===== src/hdl/bhg_pkg.sv =====
// ---------------------------------------------------------------------------
// bhg_pkg: shared types and constants for the box heat map gradient block
// Command and register codes, the stored box layout, sequencer states and
// the control group of the shared arithmetic unit.
// ---------------------------------------------------------------------------
package bhg_pkg;

	// default box store depth
	localparam int MAX_BOXES_DEF = 16;
	// heat maps at or above this label never take the weighted case
	localparam int MAX_MAPS = 64;

	// field widths
	localparam int CW   = 11;	// scaled coordinate
	localparam int LW   = 6;	// class label
	localparam int RW   = 10;	// pixel row / column
	localparam int XW   = 16;	// raw box coordinate
	localparam int PW   = 32;	// prediction / gradient
	localparam int OSW  = 11;	// output_size
	localparam int ISW  = 13;	// input_size
	localparam int NWW  = 17;	// neg_weight
	localparam int MAW  = 18;	// multiplier A operand
	localparam int PRW  = MAW + PW;	// product

	// commands (s_tuser)
	localparam logic [1:0] CMD_CLEAR = 2'd0;
	localparam logic [1:0] CMD_ADD   = 2'd1;
	localparam logic [1:0] CMD_QUERY = 2'd2;

	// configuration register indexes
	localparam logic [1:0] REG_OUTPUT_SIZE = 2'd0;
	localparam logic [1:0] REG_INPUT_SIZE  = 2'd1;
	localparam logic [1:0] REG_OTHER_NEG   = 2'd2;
	localparam logic [1:0] REG_NEG_WEIGHT  = 2'd3;

	// configuration reset values
	localparam logic [OSW-1:0] OUTPUT_SIZE_RST = 11'd32;
	localparam logic [ISW-1:0] INPUT_SIZE_RST  = 13'd224;
	localparam logic [NWW-1:0] NEG_WEIGHT_RST  = 17'd65536;

	// Q16.16 constants
	localparam logic signed [PW:0]   ONE_Q16 = 33'sd65536;
	localparam logic signed [PW-1:0] SAT_MAX = 32'sh7fff_ffff;
	localparam logic signed [PW-1:0] SAT_MIN = 32'sh8000_0000;

	// one stored box, coordinates already scaled to the heat map
	typedef struct packed {
		logic [CW-1:0] xmin;
		logic [CW-1:0] ymin;
		logic [CW-1:0] xmax;
		logic [CW-1:0] ymax;
		logic [LW-1:0] label;
		logic          neg;
	} box_t;

	// what the last matching box decided
	typedef enum logic [1:0] {
		KIND_NONE,
		KIND_PASS,
		KIND_WEIGHT
	} kind_t;

	// sequencer states
	typedef enum logic [3:0] {
		ST_IDLE,
		ST_SMUL,
		ST_SLOAD,
		ST_SDIV,
		ST_SSAVE,
		ST_SWRITE,
		ST_SCAN,
		ST_WMUL,
		ST_EMIT
	} state_t;

	// control group of the shared arithmetic unit
	typedef struct packed {
		logic mul_en;
		logic div_load;
		logic div_step;
	} alu_ctl_t;

endpackage


===== src/hdl/bhg_arith.sv =====
// ---------------------------------------------------------------------------
// bhg_arith: shared multiplier and radix-2 divider step
// One registered multiplier serves both coordinate scaling and the weighted
// gradient; a restoring divider takes the scaled product apart one quotient
// bit per cycle.
// ---------------------------------------------------------------------------
module bhg_arith (
	input  logic                              clk,
	input  bhg_pkg::alu_ctl_t                 ctl,
	input  logic signed [bhg_pkg::MAW-1:0]    mul_a,
	input  logic signed [bhg_pkg::PW-1:0]     mul_b,
	input  logic        [bhg_pkg::ISW-1:0]    den,
	output logic signed [bhg_pkg::PRW-1:0]    prod,
	output logic        [bhg_pkg::CW-1:0]     quot,
	output logic                              num_pos,
	output logic                              num_big
);

	logic signed [bhg_pkg::PRW-1:0] prod_q;
	logic [bhg_pkg::ISW-1:0]        rem_q;
	logic [bhg_pkg::CW-1:0]         nlo_q;
	logic [bhg_pkg::CW-1:0]         quot_q;
	logic [bhg_pkg::ISW:0]          trial;
	logic                           fits;

	// numerator is prod_q; high part above the quotient bits must be < den
	assign num_pos = !prod_q[bhg_pkg::PRW-1] && (prod_q != '0);
	assign num_big = ({2'b00, prod_q[25:11]} >= {4'b0000, den});

	// one restoring step
	assign trial = {rem_q, nlo_q[bhg_pkg::CW-1]};
	assign fits  = (trial >= {1'b0, den});

	always_ff @(posedge clk) begin
		if (ctl.mul_en) begin
			prod_q <= mul_a * mul_b;
		end
		if (ctl.div_load) begin
			rem_q  <= prod_q[23:11];
			nlo_q  <= prod_q[10:0];
			quot_q <= '0;
		end else if (ctl.div_step) begin
			rem_q  <= fits ? bhg_pkg::ISW'(trial - {1'b0, den}) : trial[bhg_pkg::ISW-1:0];
			nlo_q  <= {nlo_q[bhg_pkg::CW-2:0], 1'b0};
			quot_q <= {quot_q[bhg_pkg::CW-2:0], fits};
		end
	end

	assign prod = prod_q;
	assign quot = quot_q;

endmodule


===== src/hdl/box_heatmap_gradient.sv =====
// ---------------------------------------------------------------------------
// box_heatmap_gradient: heat map loss gradients from bounding boxes
// Stores scaled boxes of one image and answers pixel queries with a
// saturated Q16.16 gradient.
// ---------------------------------------------------------------------------
// Usage
//   s_* carries commands: s_tuser selects clear, add box or pixel query.
//   Clear and add give no result beat; each query gives exactly one beat on
//   m_* (gradient in m_tdata, the box overflow flag in m_tuser).
//   cfg_* writes the four setup registers; write them only while idle.
// Sequence
//   Clear finishes in the accepting cycle. Add: the accepting cycle, then four
//   coordinates each through one multiply and an 11-step divide on the
//   shared arithmetic unit, then the store write; an add to a full store only
//   sets the overflow flag. Query: one box compare per cycle from the single
//   read port of the box store, then the weighted multiply and the result
//   load. A pixel outside the map skips the scan.
//   s_tready is high only while the sequencer is idle.
// Reset and stall
//   Reset empties the store and loads the register defaults; store
//   contents are not cleared, only the count. A stalled m_* holds its beat;
//   the next query finishes and waits until the output register is free.
// ---------------------------------------------------------------------------
module box_heatmap_gradient #(
	parameter int MAX_BOXES = bhg_pkg::MAX_BOXES_DEF
) (
	input  logic         clk,
	input  logic         arst_n,
	// configuration writes
	input  logic         cfg_valid,
	output logic         cfg_ready,
	input  logic [1:0]   cfg_index,
	input  logic [16:0]  cfg_data,
	// command stream
	input  logic         s_tvalid,
	output logic         s_tready,
	// box_xmin, box_ymin, box_xmax, box_ymax, box_label, box_negative,
	// map_label, pixel_row, pixel_col, prediction, 7 zero pad bits
	input  logic [135:0] s_tdata,
	// cmd
	input  logic [1:0]   s_tuser,
	// result stream
	output logic         m_tvalid,
	input  logic         m_tready,
	// gradient
	output logic [31:0]  m_tdata,
	// box_overflow
	output logic [0:0]   m_tuser
);

	localparam int CNTW = $clog2(MAX_BOXES + 1);
	localparam int IW   = (MAX_BOXES > 1) ? $clog2(MAX_BOXES) : 1;

	// configuration registers
	logic [bhg_pkg::OSW-1:0] out_size_q;
	logic [bhg_pkg::ISW-1:0] in_size_q;
	logic                    oan_q;
	logic [bhg_pkg::NWW-1:0] nw_q;

	bhg_pkg::state_t state_q, state_d;

	logic [CNTW-1:0]           count_q;
	logic                      ovf_q;
	logic [bhg_pkg::XW-1:0]    coord_q [4];
	logic [bhg_pkg::CW-1:0]    sc_q [4];
	logic [bhg_pkg::LW-1:0]    label_q;
	logic                      neg_q;
	logic [1:0]                cidx_q;
	logic [3:0]                step_q;
	logic [bhg_pkg::LW-1:0]    map_q;
	logic [bhg_pkg::RW-1:0]    row_q;
	logic [bhg_pkg::RW-1:0]    col_q;
	logic signed [bhg_pkg::PW-1:0] pred_q;
	logic [CNTW-1:0]           scan_q;
	logic                      inside_q;
	bhg_pkg::kind_t            kind_q;

	bhg_pkg::box_t             mem_q [MAX_BOXES];
	bhg_pkg::box_t             rd_q;
	bhg_pkg::box_t             wr_box;

	logic                      m_valid_q;
	logic [bhg_pkg::PW-1:0]    grad_q;
	logic                      ovf_out_q;

	// input field views
	logic [bhg_pkg::LW-1:0]    in_label;
	logic                      in_neg;
	logic [bhg_pkg::LW-1:0]    in_map;
	logic [bhg_pkg::RW-1:0]    in_row;
	logic [bhg_pkg::RW-1:0]    in_col;
	logic [bhg_pkg::PW-1:0]    in_pred;
	logic                      s_acc;
	logic                      full;
	logic                      in_map_area;

	// arithmetic unit hookup
	bhg_pkg::alu_ctl_t                 alu_ctl;
	logic signed [bhg_pkg::MAW-1:0]    mul_a;
	logic signed [bhg_pkg::PW-1:0]     mul_b;
	logic        [bhg_pkg::ISW-1:0]    den;
	logic signed [bhg_pkg::PRW-1:0]    prod;
	logic        [bhg_pkg::CW-1:0]     quot;
	logic                              num_pos;
	logic                              num_big;

	logic                      mem_we;
	logic                      out_load;
	logic [bhg_pkg::CW-1:0]    scaled;
	logic [bhg_pkg::XW-1:0]    cur_coord;

	// box compare
	logic                      holds;
	logic                      label_eq;
	logic                      map_ok;
	logic                      inside_d;
	bhg_pkg::kind_t            kind_d;

	// gradient select
	logic signed [bhg_pkg::PW:0]   dec;
	logic signed [33:0]            wq;
	logic [bhg_pkg::PW-1:0]        grad;

	assign in_label = s_tdata[69:64];
	assign in_neg   = s_tdata[70];
	assign in_map   = s_tdata[76:71];
	assign in_row   = s_tdata[86:77];
	assign in_col   = s_tdata[96:87];
	assign in_pred  = s_tdata[128:97];

	assign s_acc       = s_tvalid && s_tready;
	assign full        = (count_q >= CNTW'(MAX_BOXES));
	assign in_map_area = ({1'b0, in_row} < out_size_q) && ({1'b0, in_col} < out_size_q);

	assign cfg_ready = 1'b1;

	// configuration registers
	always_ff @(posedge clk or negedge arst_n) begin
		if (!arst_n) begin
			out_size_q <= bhg_pkg::OUTPUT_SIZE_RST;
			in_size_q  <= bhg_pkg::INPUT_SIZE_RST;
			oan_q      <= 1'b0;
			nw_q       <= bhg_pkg::NEG_WEIGHT_RST;
		end else if (cfg_valid && cfg_ready) begin
			case (cfg_index)
				bhg_pkg::REG_OUTPUT_SIZE: out_size_q <= cfg_data[bhg_pkg::OSW-1:0];
				bhg_pkg::REG_INPUT_SIZE:  in_size_q  <= cfg_data[bhg_pkg::ISW-1:0];
				bhg_pkg::REG_OTHER_NEG:   oan_q      <= cfg_data[0];
				bhg_pkg::REG_NEG_WEIGHT:  nw_q       <= cfg_data;
				default: ;
			endcase
		end
	end

	// next state
	always_comb begin
		state_d = state_q;
		case (state_q)
			bhg_pkg::ST_IDLE: begin
				if (s_acc) begin
					if (s_tuser == bhg_pkg::CMD_ADD && !full) begin
						state_d = bhg_pkg::ST_SMUL;
					end else if (s_tuser == bhg_pkg::CMD_QUERY) begin
						state_d = in_map_area ? bhg_pkg::ST_SCAN : bhg_pkg::ST_WMUL;
					end
				end
			end
			bhg_pkg::ST_SMUL:  state_d = bhg_pkg::ST_SLOAD;
			bhg_pkg::ST_SLOAD: state_d = bhg_pkg::ST_SDIV;
			bhg_pkg::ST_SDIV: begin
				if (step_q == 4'(bhg_pkg::CW - 1)) state_d = bhg_pkg::ST_SSAVE;
			end
			bhg_pkg::ST_SSAVE: begin
				state_d = (cidx_q == 2'd3) ? bhg_pkg::ST_SWRITE : bhg_pkg::ST_SMUL;
			end
			bhg_pkg::ST_SWRITE: state_d = bhg_pkg::ST_IDLE;
			bhg_pkg::ST_SCAN: begin
				if (scan_q == count_q) state_d = bhg_pkg::ST_WMUL;
			end
			bhg_pkg::ST_WMUL: state_d = bhg_pkg::ST_EMIT;
			bhg_pkg::ST_EMIT: begin
				if (!m_valid_q || m_tready) state_d = bhg_pkg::ST_IDLE;
			end
			default: state_d = bhg_pkg::ST_IDLE;
		endcase
	end

	// sequencer outputs
	always_comb begin
		s_tready         = 1'b0;
		alu_ctl          = '0;
		mem_we           = 1'b0;
		out_load         = 1'b0;
		case (state_q)
			bhg_pkg::ST_IDLE:   s_tready         = 1'b1;
			bhg_pkg::ST_SMUL:   alu_ctl.mul_en   = 1'b1;
			bhg_pkg::ST_SLOAD:  alu_ctl.div_load = 1'b1;
			bhg_pkg::ST_SDIV:   alu_ctl.div_step = 1'b1;
			bhg_pkg::ST_SWRITE: mem_we           = 1'b1;
			bhg_pkg::ST_WMUL:   alu_ctl.mul_en   = 1'b1;
			bhg_pkg::ST_EMIT:   out_load         = !m_valid_q || m_tready;
			default: ;
		endcase
	end

	// operand select for the shared multiplier
	assign cur_coord = coord_q[cidx_q];
	assign mul_a = (state_q == bhg_pkg::ST_WMUL) ? $signed({1'b0, nw_q})
		: $signed({7'b0, out_size_q});
	assign mul_b = (state_q == bhg_pkg::ST_WMUL) ? pred_q
		: $signed({{16{cur_coord[bhg_pkg::XW-1]}}, cur_coord});
	assign den   = (in_size_q == '0) ? bhg_pkg::ISW'(1) : in_size_q;

	bhg_arith u_arith (
		.clk     (clk),
		.ctl     (alu_ctl),
		.mul_a   (mul_a),
		.mul_b   (mul_b),
		.den     (den),
		.prod    (prod),
		.quot    (quot),
		.num_pos (num_pos),
		.num_big (num_big)
	);

	// floor(x*out/in) clamped to [0, out]
	always_comb begin
		if (!num_pos) begin
			scaled = '0;
		end else if (num_big || quot > out_size_q) begin
			scaled = out_size_q;
		end else begin
			scaled = quot;
		end
	end

	// one stored box against the queried pixel
	assign holds = ({1'b0, col_q} >= rd_q.xmin) && ({1'b0, col_q} < rd_q.xmax)
		&& ({1'b0, row_q} >= rd_q.ymin) && ({1'b0, row_q} < rd_q.ymax);
	assign label_eq = (rd_q.label == map_q);
	assign map_ok   = (int'(map_q) < bhg_pkg::MAX_MAPS);

	always_comb begin
		inside_d = inside_q;
		kind_d   = kind_q;
		if (scan_q != '0) begin
			if (rd_q.neg) begin
				if (label_eq) kind_d = bhg_pkg::KIND_PASS;
			end else begin
				if (label_eq && holds) inside_d = 1'b1;
				if (oan_q) begin
					if (label_eq) begin
						kind_d = bhg_pkg::KIND_PASS;
					end else if (holds && map_ok) begin
						kind_d = bhg_pkg::KIND_WEIGHT;
					end
				end
			end
		end
	end

	// sequencer and working registers
	always_ff @(posedge clk or negedge arst_n) begin
		if (!arst_n) begin
			state_q  <= bhg_pkg::ST_IDLE;
			count_q  <= '0;
			ovf_q    <= 1'b0;
			cidx_q   <= '0;
			step_q   <= '0;
			scan_q   <= '0;
			inside_q <= 1'b0;
			kind_q   <= bhg_pkg::KIND_NONE;
		end else begin
			state_q <= state_d;
			case (state_q)
				bhg_pkg::ST_IDLE: begin
					if (s_acc) begin
						if (s_tuser == bhg_pkg::CMD_CLEAR) begin
							count_q <= '0;
							ovf_q   <= 1'b0;
						end else if (s_tuser == bhg_pkg::CMD_ADD) begin
							if (full) ovf_q <= 1'b1;
							cidx_q <= '0;
						end else if (s_tuser == bhg_pkg::CMD_QUERY) begin
							scan_q   <= '0;
							inside_q <= 1'b0;
							kind_q   <= bhg_pkg::KIND_NONE;
						end
					end
				end
				bhg_pkg::ST_SLOAD: step_q <= '0;
				bhg_pkg::ST_SDIV:  step_q <= step_q + 4'd1;
				bhg_pkg::ST_SSAVE: cidx_q <= cidx_q + 2'd1;
				bhg_pkg::ST_SWRITE: count_q <= count_q + CNTW'(1);
				bhg_pkg::ST_SCAN: begin
					inside_q <= inside_d;
					kind_q   <= kind_d;
					if (scan_q != count_q) scan_q <= scan_q + CNTW'(1);
				end
				default: ;
			endcase
		end
	end

	// item payload capture and scaled coordinates
	always_ff @(posedge clk) begin
		if (s_acc) begin
			coord_q[0] <= s_tdata[15:0];
			coord_q[1] <= s_tdata[31:16];
			coord_q[2] <= s_tdata[47:32];
			coord_q[3] <= s_tdata[63:48];
			label_q    <= in_label;
			neg_q      <= in_neg;
			map_q      <= in_map;
			row_q      <= in_row;
			col_q      <= in_col;
			pred_q     <= in_pred;
		end
		if (state_q == bhg_pkg::ST_SSAVE) begin
			sc_q[cidx_q] <= scaled;
		end
	end

	// box store: one write port, one registered read port
	assign wr_box = '{xmin: sc_q[0], ymin: sc_q[1], xmax: sc_q[2], ymax: sc_q[3],
		label: label_q, neg: neg_q};

	always_ff @(posedge clk) begin
		if (mem_we) begin
			mem_q[count_q[IW-1:0]] <= wr_box;
		end
		rd_q <= mem_q[scan_q[IW-1:0]];
	end

	// gradient select and saturation
	assign dec = {pred_q[bhg_pkg::PW-1], pred_q} - bhg_pkg::ONE_Q16;
	assign wq  = prod[bhg_pkg::PRW-1:16];

	always_comb begin
		if (inside_q) begin
			grad = (dec[bhg_pkg::PW] != dec[bhg_pkg::PW-1]) ? bhg_pkg::SAT_MIN
				: dec[bhg_pkg::PW-1:0];
		end else begin
			case (kind_q)
				bhg_pkg::KIND_PASS: grad = pred_q;
				bhg_pkg::KIND_WEIGHT: begin
					if (wq[33:31] == 3'b000 || wq[33:31] == 3'b111) begin
						grad = wq[31:0];
					end else begin
						grad = wq[33] ? bhg_pkg::SAT_MIN : bhg_pkg::SAT_MAX;
					end
				end
				default: grad = '0;
			endcase
		end
	end

	// output register
	always_ff @(posedge clk or negedge arst_n) begin
		if (!arst_n) begin
			m_valid_q <= 1'b0;
		end else if (out_load) begin
			m_valid_q <= 1'b1;
		end else if (m_tready) begin
			m_valid_q <= 1'b0;
		end
	end

	always_ff @(posedge clk) begin
		if (out_load) begin
			grad_q    <= grad;
			ovf_out_q <= ovf_q;
		end
	end

	assign m_tvalid = m_valid_q;
	assign m_tdata  = grad_q;
	assign m_tuser  = ovf_out_q;

endmodule


===== config.mk =====
export PLATFORM = sky130hd
export DESIGN_NAME = box_heatmap_gradient
export DESIGN_NICKNAME = d
export VERILOG_FILES = /design/src/hdl/bhg_pkg.sv /design/src/hdl/bhg_arith.sv /design/src/hdl/box_heatmap_gradient.sv
export SDC_FILE = /design/constraint.sdc
export NUM_CORES = 2
export LEC_CHECK = 0
export ABC_AREA = 0
export BUFFER_PORTS_ARGS = -buffer_cell sky130_fd_sc_hd__buf_2
export CORE_MARGIN = 3
export CORE_UTILIZATION = 30
export DETAILED_ROUTE_END_ITERATION = 8
export GPL_TIMING_DRIVEN = 1
export PLACE_DENSITY = 0.56
export SYNTH_ARGS = -nofsm -noshare
export SYNTH_HDL_FRONTEND = slang
export SYNTH_SLANG_ARGS = --single-unit

===== constraint.sdc =====
create_clock -name clk -period 14.41 [get_ports clk]
set_clock_uncertainty 0.1 [all_clocks]
set_input_delay 3.6025 -clock clk [delete_from_list [all_inputs] [get_ports clk]]
set_output_delay 3.6025 -clock clk [all_outputs]
set_load 0.05 [all_outputs]

# Yosys cells after proc, flatten, opt, wreduce, memory -nomap -nowiden
# Memory sizes are Yosys's and may differ from the RTL's. A register that Yosys moved wholly into a read port is not among the register bits.
# Cells that the tools add are included.
# op_classes
n_addsub	6
n_mul	1
div_mod_pow	0
order_cmp	10
n_eq_ne	39
shifts	0
n_mux	74
bitwise	0
reduce_logical	41
# ops
cell	count
two-way mux 32 bit	5
case mux 32 bit (2 select lines)	1
two-way mux 13 bit	4
multiplier 18 x 32 -> 50 bit	1
nonzero test 50 bit	1
less-than comparator 10 x 11 -> 1 bit	4
two-way mux 11 bit	4
two-way mux 5 bit	7
subtractor 32 x 18 -> 33 bit (second input constant)	1
case mux 4 bit (8 select lines)	1
two-way mux 2 bit	13
!= test 2 bit (second input constant)	13
two-way mux 1 bit	25
two-way mux 4 bit	6
>= comparator 10 x 11 -> 1 bit	2
case mux 5 bit (2 select lines)	2
two-way mux 17 bit	1
== test 4 x 3 -> 1 bit (second input constant)	4
nonzero test 2 bit	8
>= comparator 15 x 13 -> 1 bit	1
>= comparator 14 x 13 -> 1 bit	1
zero test 13 bit	1
subtractor 13 bit	1
!= test 3 bit (second input constant)	4
34 further kinds	60
# totals
register_bits	250
latch_bits	0
ramBits	924
rom_bits	0
in_bits	162
output_inout_bits	36
memories	3
# memory_table
name	words	word_bits	rd	rd_ports_with_merged_regs	wr	line_no	text
mem_q	16	51	1	1	1	box_heatmap_gradient.sv:78	bhg_pkg::box_t mem_q [MAX_BOXES];
coord_q	4	16	1	0	4	box_heatmap_gradient.sv:64	logic [bhg_pkg::XW-1:0] coord_q [4];
sc_q	4	11	4	0	1	box_heatmap_gradient.sv:65	logic [bhg_pkg::CW-1:0] sc_q [4];

# Longest topological paths before layout
# depth
depth_word	10
ltp_mapped	34

# Hierarchy
# From an unflattened synthesis, not the netlist that was laid out.
# hier_totals
hier_cells	4851
hier_area_um2	68603.3
# by_module_without_submodules
module	instances	cells_each	area_per_inst_um2	seq_area_each_um2
box_heatmap_gradient	1	2268	44596.5	33393.3
bhg_arith	1	2583	24006.8	2442.3

# Worst setup path before layout
# No wires, ideal clock.
# synth_timing
path_kind	register to register
startpoint	register cidx_q[0]
endpoint	register u_arith.prod_q (netlist bit u_arith.prod[47]), data pin
setup_ns	0.180
arrival_time_ns	8.104
slack_ns	6.025
stages_incl_launch_ff	27
period_less_slack_ns	8.385
cell_sequence	dfrtp_1 clkbuf_1 clkbuf_1 mux4_2 mux2i_1 nor2_1 fa_1 inv_1 fa_1 fa_1 inv_1 fa_1 fa_1 inv_1 fa_1 inv_1 ha_1 a21oi_2 nor2b_1 or4b_4 o21ai_4 nor4_1 or4_1 a31oi_1 nor2b_1 o21a_1 o311ai_1
# synth_via
elab_chain_cells	3
# synth_lines
item	line_no	text
from (decl)	box_heatmap_gradient.sv:68	logic [1:0] cidx_q;
from (signal assigned)	box_heatmap_gradient.sv:293	bhg_pkg::ST_SSAVE: cidx_q <= cidx_q + 2'd1;
memory (4 x 16 bit)	--	
two-way mux 32 bit	box_heatmap_gradient.sv:210	assign mul_b = (state_q == bhg_pkg::ST_WMUL) ? pred_q
multiplier 18 x 32 -> 50 bit	bhg_arith.sv:36	prod_q <= mul_a * mul_b;
to (signal assigned)	bhg_arith.sv:36	
to (decl)	bhg_arith.sv:19	logic signed [bhg_pkg::PRW-1:0] prod_q;
# No other way between the ends.
# A chain may end at the register's enable or synchronous reset.

# Worst setup path after layout
# layout_timing
startpoint	register state_q[2]
endpoint	register u_arith.prod_q (netlist bit u_arith.prod[48]), data pin
# layout_via
elab_chain_cells	3
elab_cells_between_ends	4
cone_classes	1 x mul; 1 x eq/ne; 2 x mux
# layout_lines
item	line_no	text
from (decl)	box_heatmap_gradient.sv:60	bhg_pkg::state_t state_q, state_d;
from (signal assigned)	box_heatmap_gradient.sv:265	state_q <= bhg_pkg::ST_IDLE;
from (signal assigned)	box_heatmap_gradient.sv:274	state_q <= state_d;
== test 4 x 3 -> 1 bit *	box_heatmap_gradient.sv:208, box_heatmap_gradient.sv:210	
two-way mux 17 bit or two-way mux 32 bit (tied branches)	box_heatmap_gradient.sv:208, box_heatmap_gradient.sv:210	
multiplier 18 x 32 -> 50 bit *	bhg_arith.sv:36	
# Mark *: on every way between the ends. The rest lies on a longest branch, timed or not.

==> out/metrics.yaml <==
status:
  status: "finished, final reports clean"
logic_synthesis:
  synth_most_common_cell: "edfxtp_1"
  synth-edff-count: 1096
  yosys-top-cells-area: "edfxtp_1 49%, fa_1 16%, mux4_2 9.0%"
  async_flop_share: 0.05469
  yosys_warnings: 0
  synthesis.instances: 4768
  yosysTopAreaCell: "edfxtp_1"
  yosys_most_used_dff: "edfxtp_1"
  netlist_area_um2: 67320
  synth.avg_cell_area_um2: 14.12
  synth_top_area_share: 0.4889
  synth_fp_nets: 5679
  synth_cell_types: 70
  synth_top_cells_by_count: "1,096 x edfxtp_1, 727 x inv_1, 522 x fa_1"
  ys_ff_latch: 1225
  yosysSeqAreaShare: 0.5323
timing:
  fmax_mhz: 96.96
  hold_viol: 0
  whs_ns: 0.3768
  setup_tns_ns: 0
  worst_pin_slew_ns: 1.323
  final-setup-viol-count: 0
  post-route-period-util: 0.7158
  finalCriticalPeriod_ns: 10.31
  finalMaxSlewViolations: 0
  slew_headroom: 0.09277
  rsz0062_at_grt: "no"
setup_path:
  critical_path_class: "flip-flop to flip-flop"
  cp_common_cell: "fa_1"
  crit_buf_inv: 4
  max_stage_delay_ns: 0.71
  required_ns: 14.83
  path_max_fanout: 85
  cpMaxStageDelayCell: "nor2b_1"
  endpoint_kind: "flip-flop"
  path_delay_family: "adder cells"
  worstPathArrival_ns: 10.73
  critPathLaunchType: "flip-flop"
cts:
  post_cts_buffers: 0
  cts_tree: "built"
  cts_htree_levels: 4
  clk_pin_slew_ns: 0.06
  ctsResizeCount: 0
  hold_buffers: 0
  max-clock-path-buffers: 3
  cts_made_buffers: 140
  insertion_delay_ns: 0.81
  numClockSinks: 1225
  cts_root_buf: "clkbuf_16"
global_route:
  antenna_found_initial: 42
  grt_overflow_total: 0
  grt_max_degree: 97
  grt_pass1_wl_um: 271500
  grtUsageTotal: 0.1593
  grt_pass1_vias: 40950
routing:
  drc: 0
  totalWireLength_um: 183400
  drt_pass1_iterations: 7
  wire_per_inst_um: 22.69
  routed_via_density: 4.829
  antenna_left: 0
  first_iter_violations: 3286
  vias: 39040
placed_design:
  dp.cells: 7821
  place_hpwl_um: 125100
  place.gp.congestion: 0.8859
  io_buffers: 189
  place_area_um2: 72140
finish:
  drive_gt1_frac: 0.1671
  fillCellCount: 21510
  layout.cells.non_filler: 8085
  fin_nets: 5899
  area_growth_syn_to_layout_pct: 14.05
  final_area_um2: 76780
floorplanning:
  rows: 173
  ios: 198
  die_y_um: 479.7
  die_w_um: 479.7
  start_util: 0.3023
  core_area_um2: 222700
  die_area_um2: 230100
hold_path:
  min_path_type: "flip-flop to flip-flop"
job:
  drv_cap: 0
worst reg2reg max path, delay by kind of cell (launching register included):
| family | cells | cell delay [ns] |
|---|---|---|
| adders and majority gates | 7 | 3.35 |
| AOI/OAI and AO/OA | 8 | 2.80 |
| and+or+nand+nor | 6 | 2.55 |
| buffers and inverters | 4 | 0.70 |
| DFF | 1 | 0.50 |
routing by layer:
layer / global-route usage / up-vias / wire (um)
met3: 0.03074 / 284 / 11790
met1: 0.2071 / 20500 / 74970
met2: 0.2678 / 1214 / 90980
met5: 0 / - / 109
li1: - / 17040 / -
met4: 0.05124 / 2 / 5579
metrics by stage:
step	util	setup WS, ns
after global routing	0.3447	3.665
after CTS	0.3446	4.290
after floorplan	-	6.025
after global placement	0.3239	4.387
final	0.3447	4.096
after detailed placement	0.3239	4.317
layout by cell type (no fill, tap or decap), types with 16 or more instances in the layout:
cell type / Yosys / final
a21o_1: 47 / 47
clkbuf_1: 173 / 26
mux2_2: 33 / 33
clkbuf_16: 0 / 142
o21ai_0: 97 / 97
nand2_1: 449 / 449
xor2_1: 27 / 27
dfrtp_1: 62 / 56
o21ai_1: 36 / 33
mux2i_1: 44 / 39
edfxtp_1: 1096 / 1096
ha_1: 227 / 227
a21oi_1: 107 / 107
fa_1: 522 / 522
clkinv_1: 0 / 25
inv_1: 727 / 726
dfxtp_1: 62 / 62
nor4_1: 21 / 16
and3_1: 126 / 125
nor3_1: 20 / 20
nand4_1: 17 / 17
clkinv_2: 0 / 22
buf_2: 4 / 188
nand3_1: 26 / 25
nor2_1: 280 / 275
mux4_2: 270 / 270
nand2b_1: 20 / 20
xnor2_1: 50 / 50
buf_4: 1 / 89
nor2b_1: 25 / 24
registers in the layout, summed over array words and instances, names as in the netlist, 5 cells and up:
signal	count
mem_q	816
row_q	10
u_arith.nlo_q	11
pred_q	32
u_arith.rem_q	13
u_arith.prod	50
sc_q	44
in_size_q	13
rd_q	51
u_arith.quot	11
count_q	5
label_q	6
nw_q	17
map_q	6
coord_q	64
out_size_q	11
col_q	10
m_tdata	32
scan_q	5
worst paths after layout:
check                           startpoint          endpoint  slack (ns)  cells past startpoint
max                             state_q[2]  u_arith.prod[48]        4.10                     25
min                        u_arith.quot[7]   u_arith.quot[8]        0.38                      2
max reg2reg                     state_q[2]  u_arith.prod[48]        4.10                     25
min reg2reg                u_arith.quot[7]   u_arith.quot[8]        0.38                      2
max in group asynchronous           arst_n         scan_q[0]       10.59                      2
min in group asynchronous           arst_n          nw_q[13]        2.55                      1
cell type report:
| type | instances | area (um^2) | area share |
|---|---|---|---|
| Inverter | 727 | 2734 | 0.03560 |
| Clock buffer | 177 | 3775 | 0.04916 |
| Multi-Input combinational cell | 2616 | 28210 | 0.3673 |
| Antenna cell | 6 | 15.01 | 0.0001955 |
| Tap cell | 2975 | 3722 | 0.04848 |
| Sequential cell | 1225 | 35850 | 0.4669 |
| Timing Repair Buffer | 278 | 1629 | 0.02122 |
| Clock inverter | 81 | 849.6 | 0.01106 |
cells by family (layout without fill, tap and decap cells):
kind of cell | after synthesis | count (layout) | synth area share
DFF | 1225 | 1225 | 0.5323
and+or+nand+nor | 1037 | 1037 | 0.06886
buffers and inverters | 927 | 1263 | 0.05181
adders and majority gates | 749 | 749 | 0.1974
AOI/OAI and AO/OA | 405 | 405 | 0.03717
muxes | 347 | 347 | 0.1024
xor gates and xnor gates | 77 | 77 | 0.01002
other | 1 | 7 | 0.00005570
Power is not shown: default switching activity piles up to over one toggle a cycle in this logic, so the estimate is an artifact.
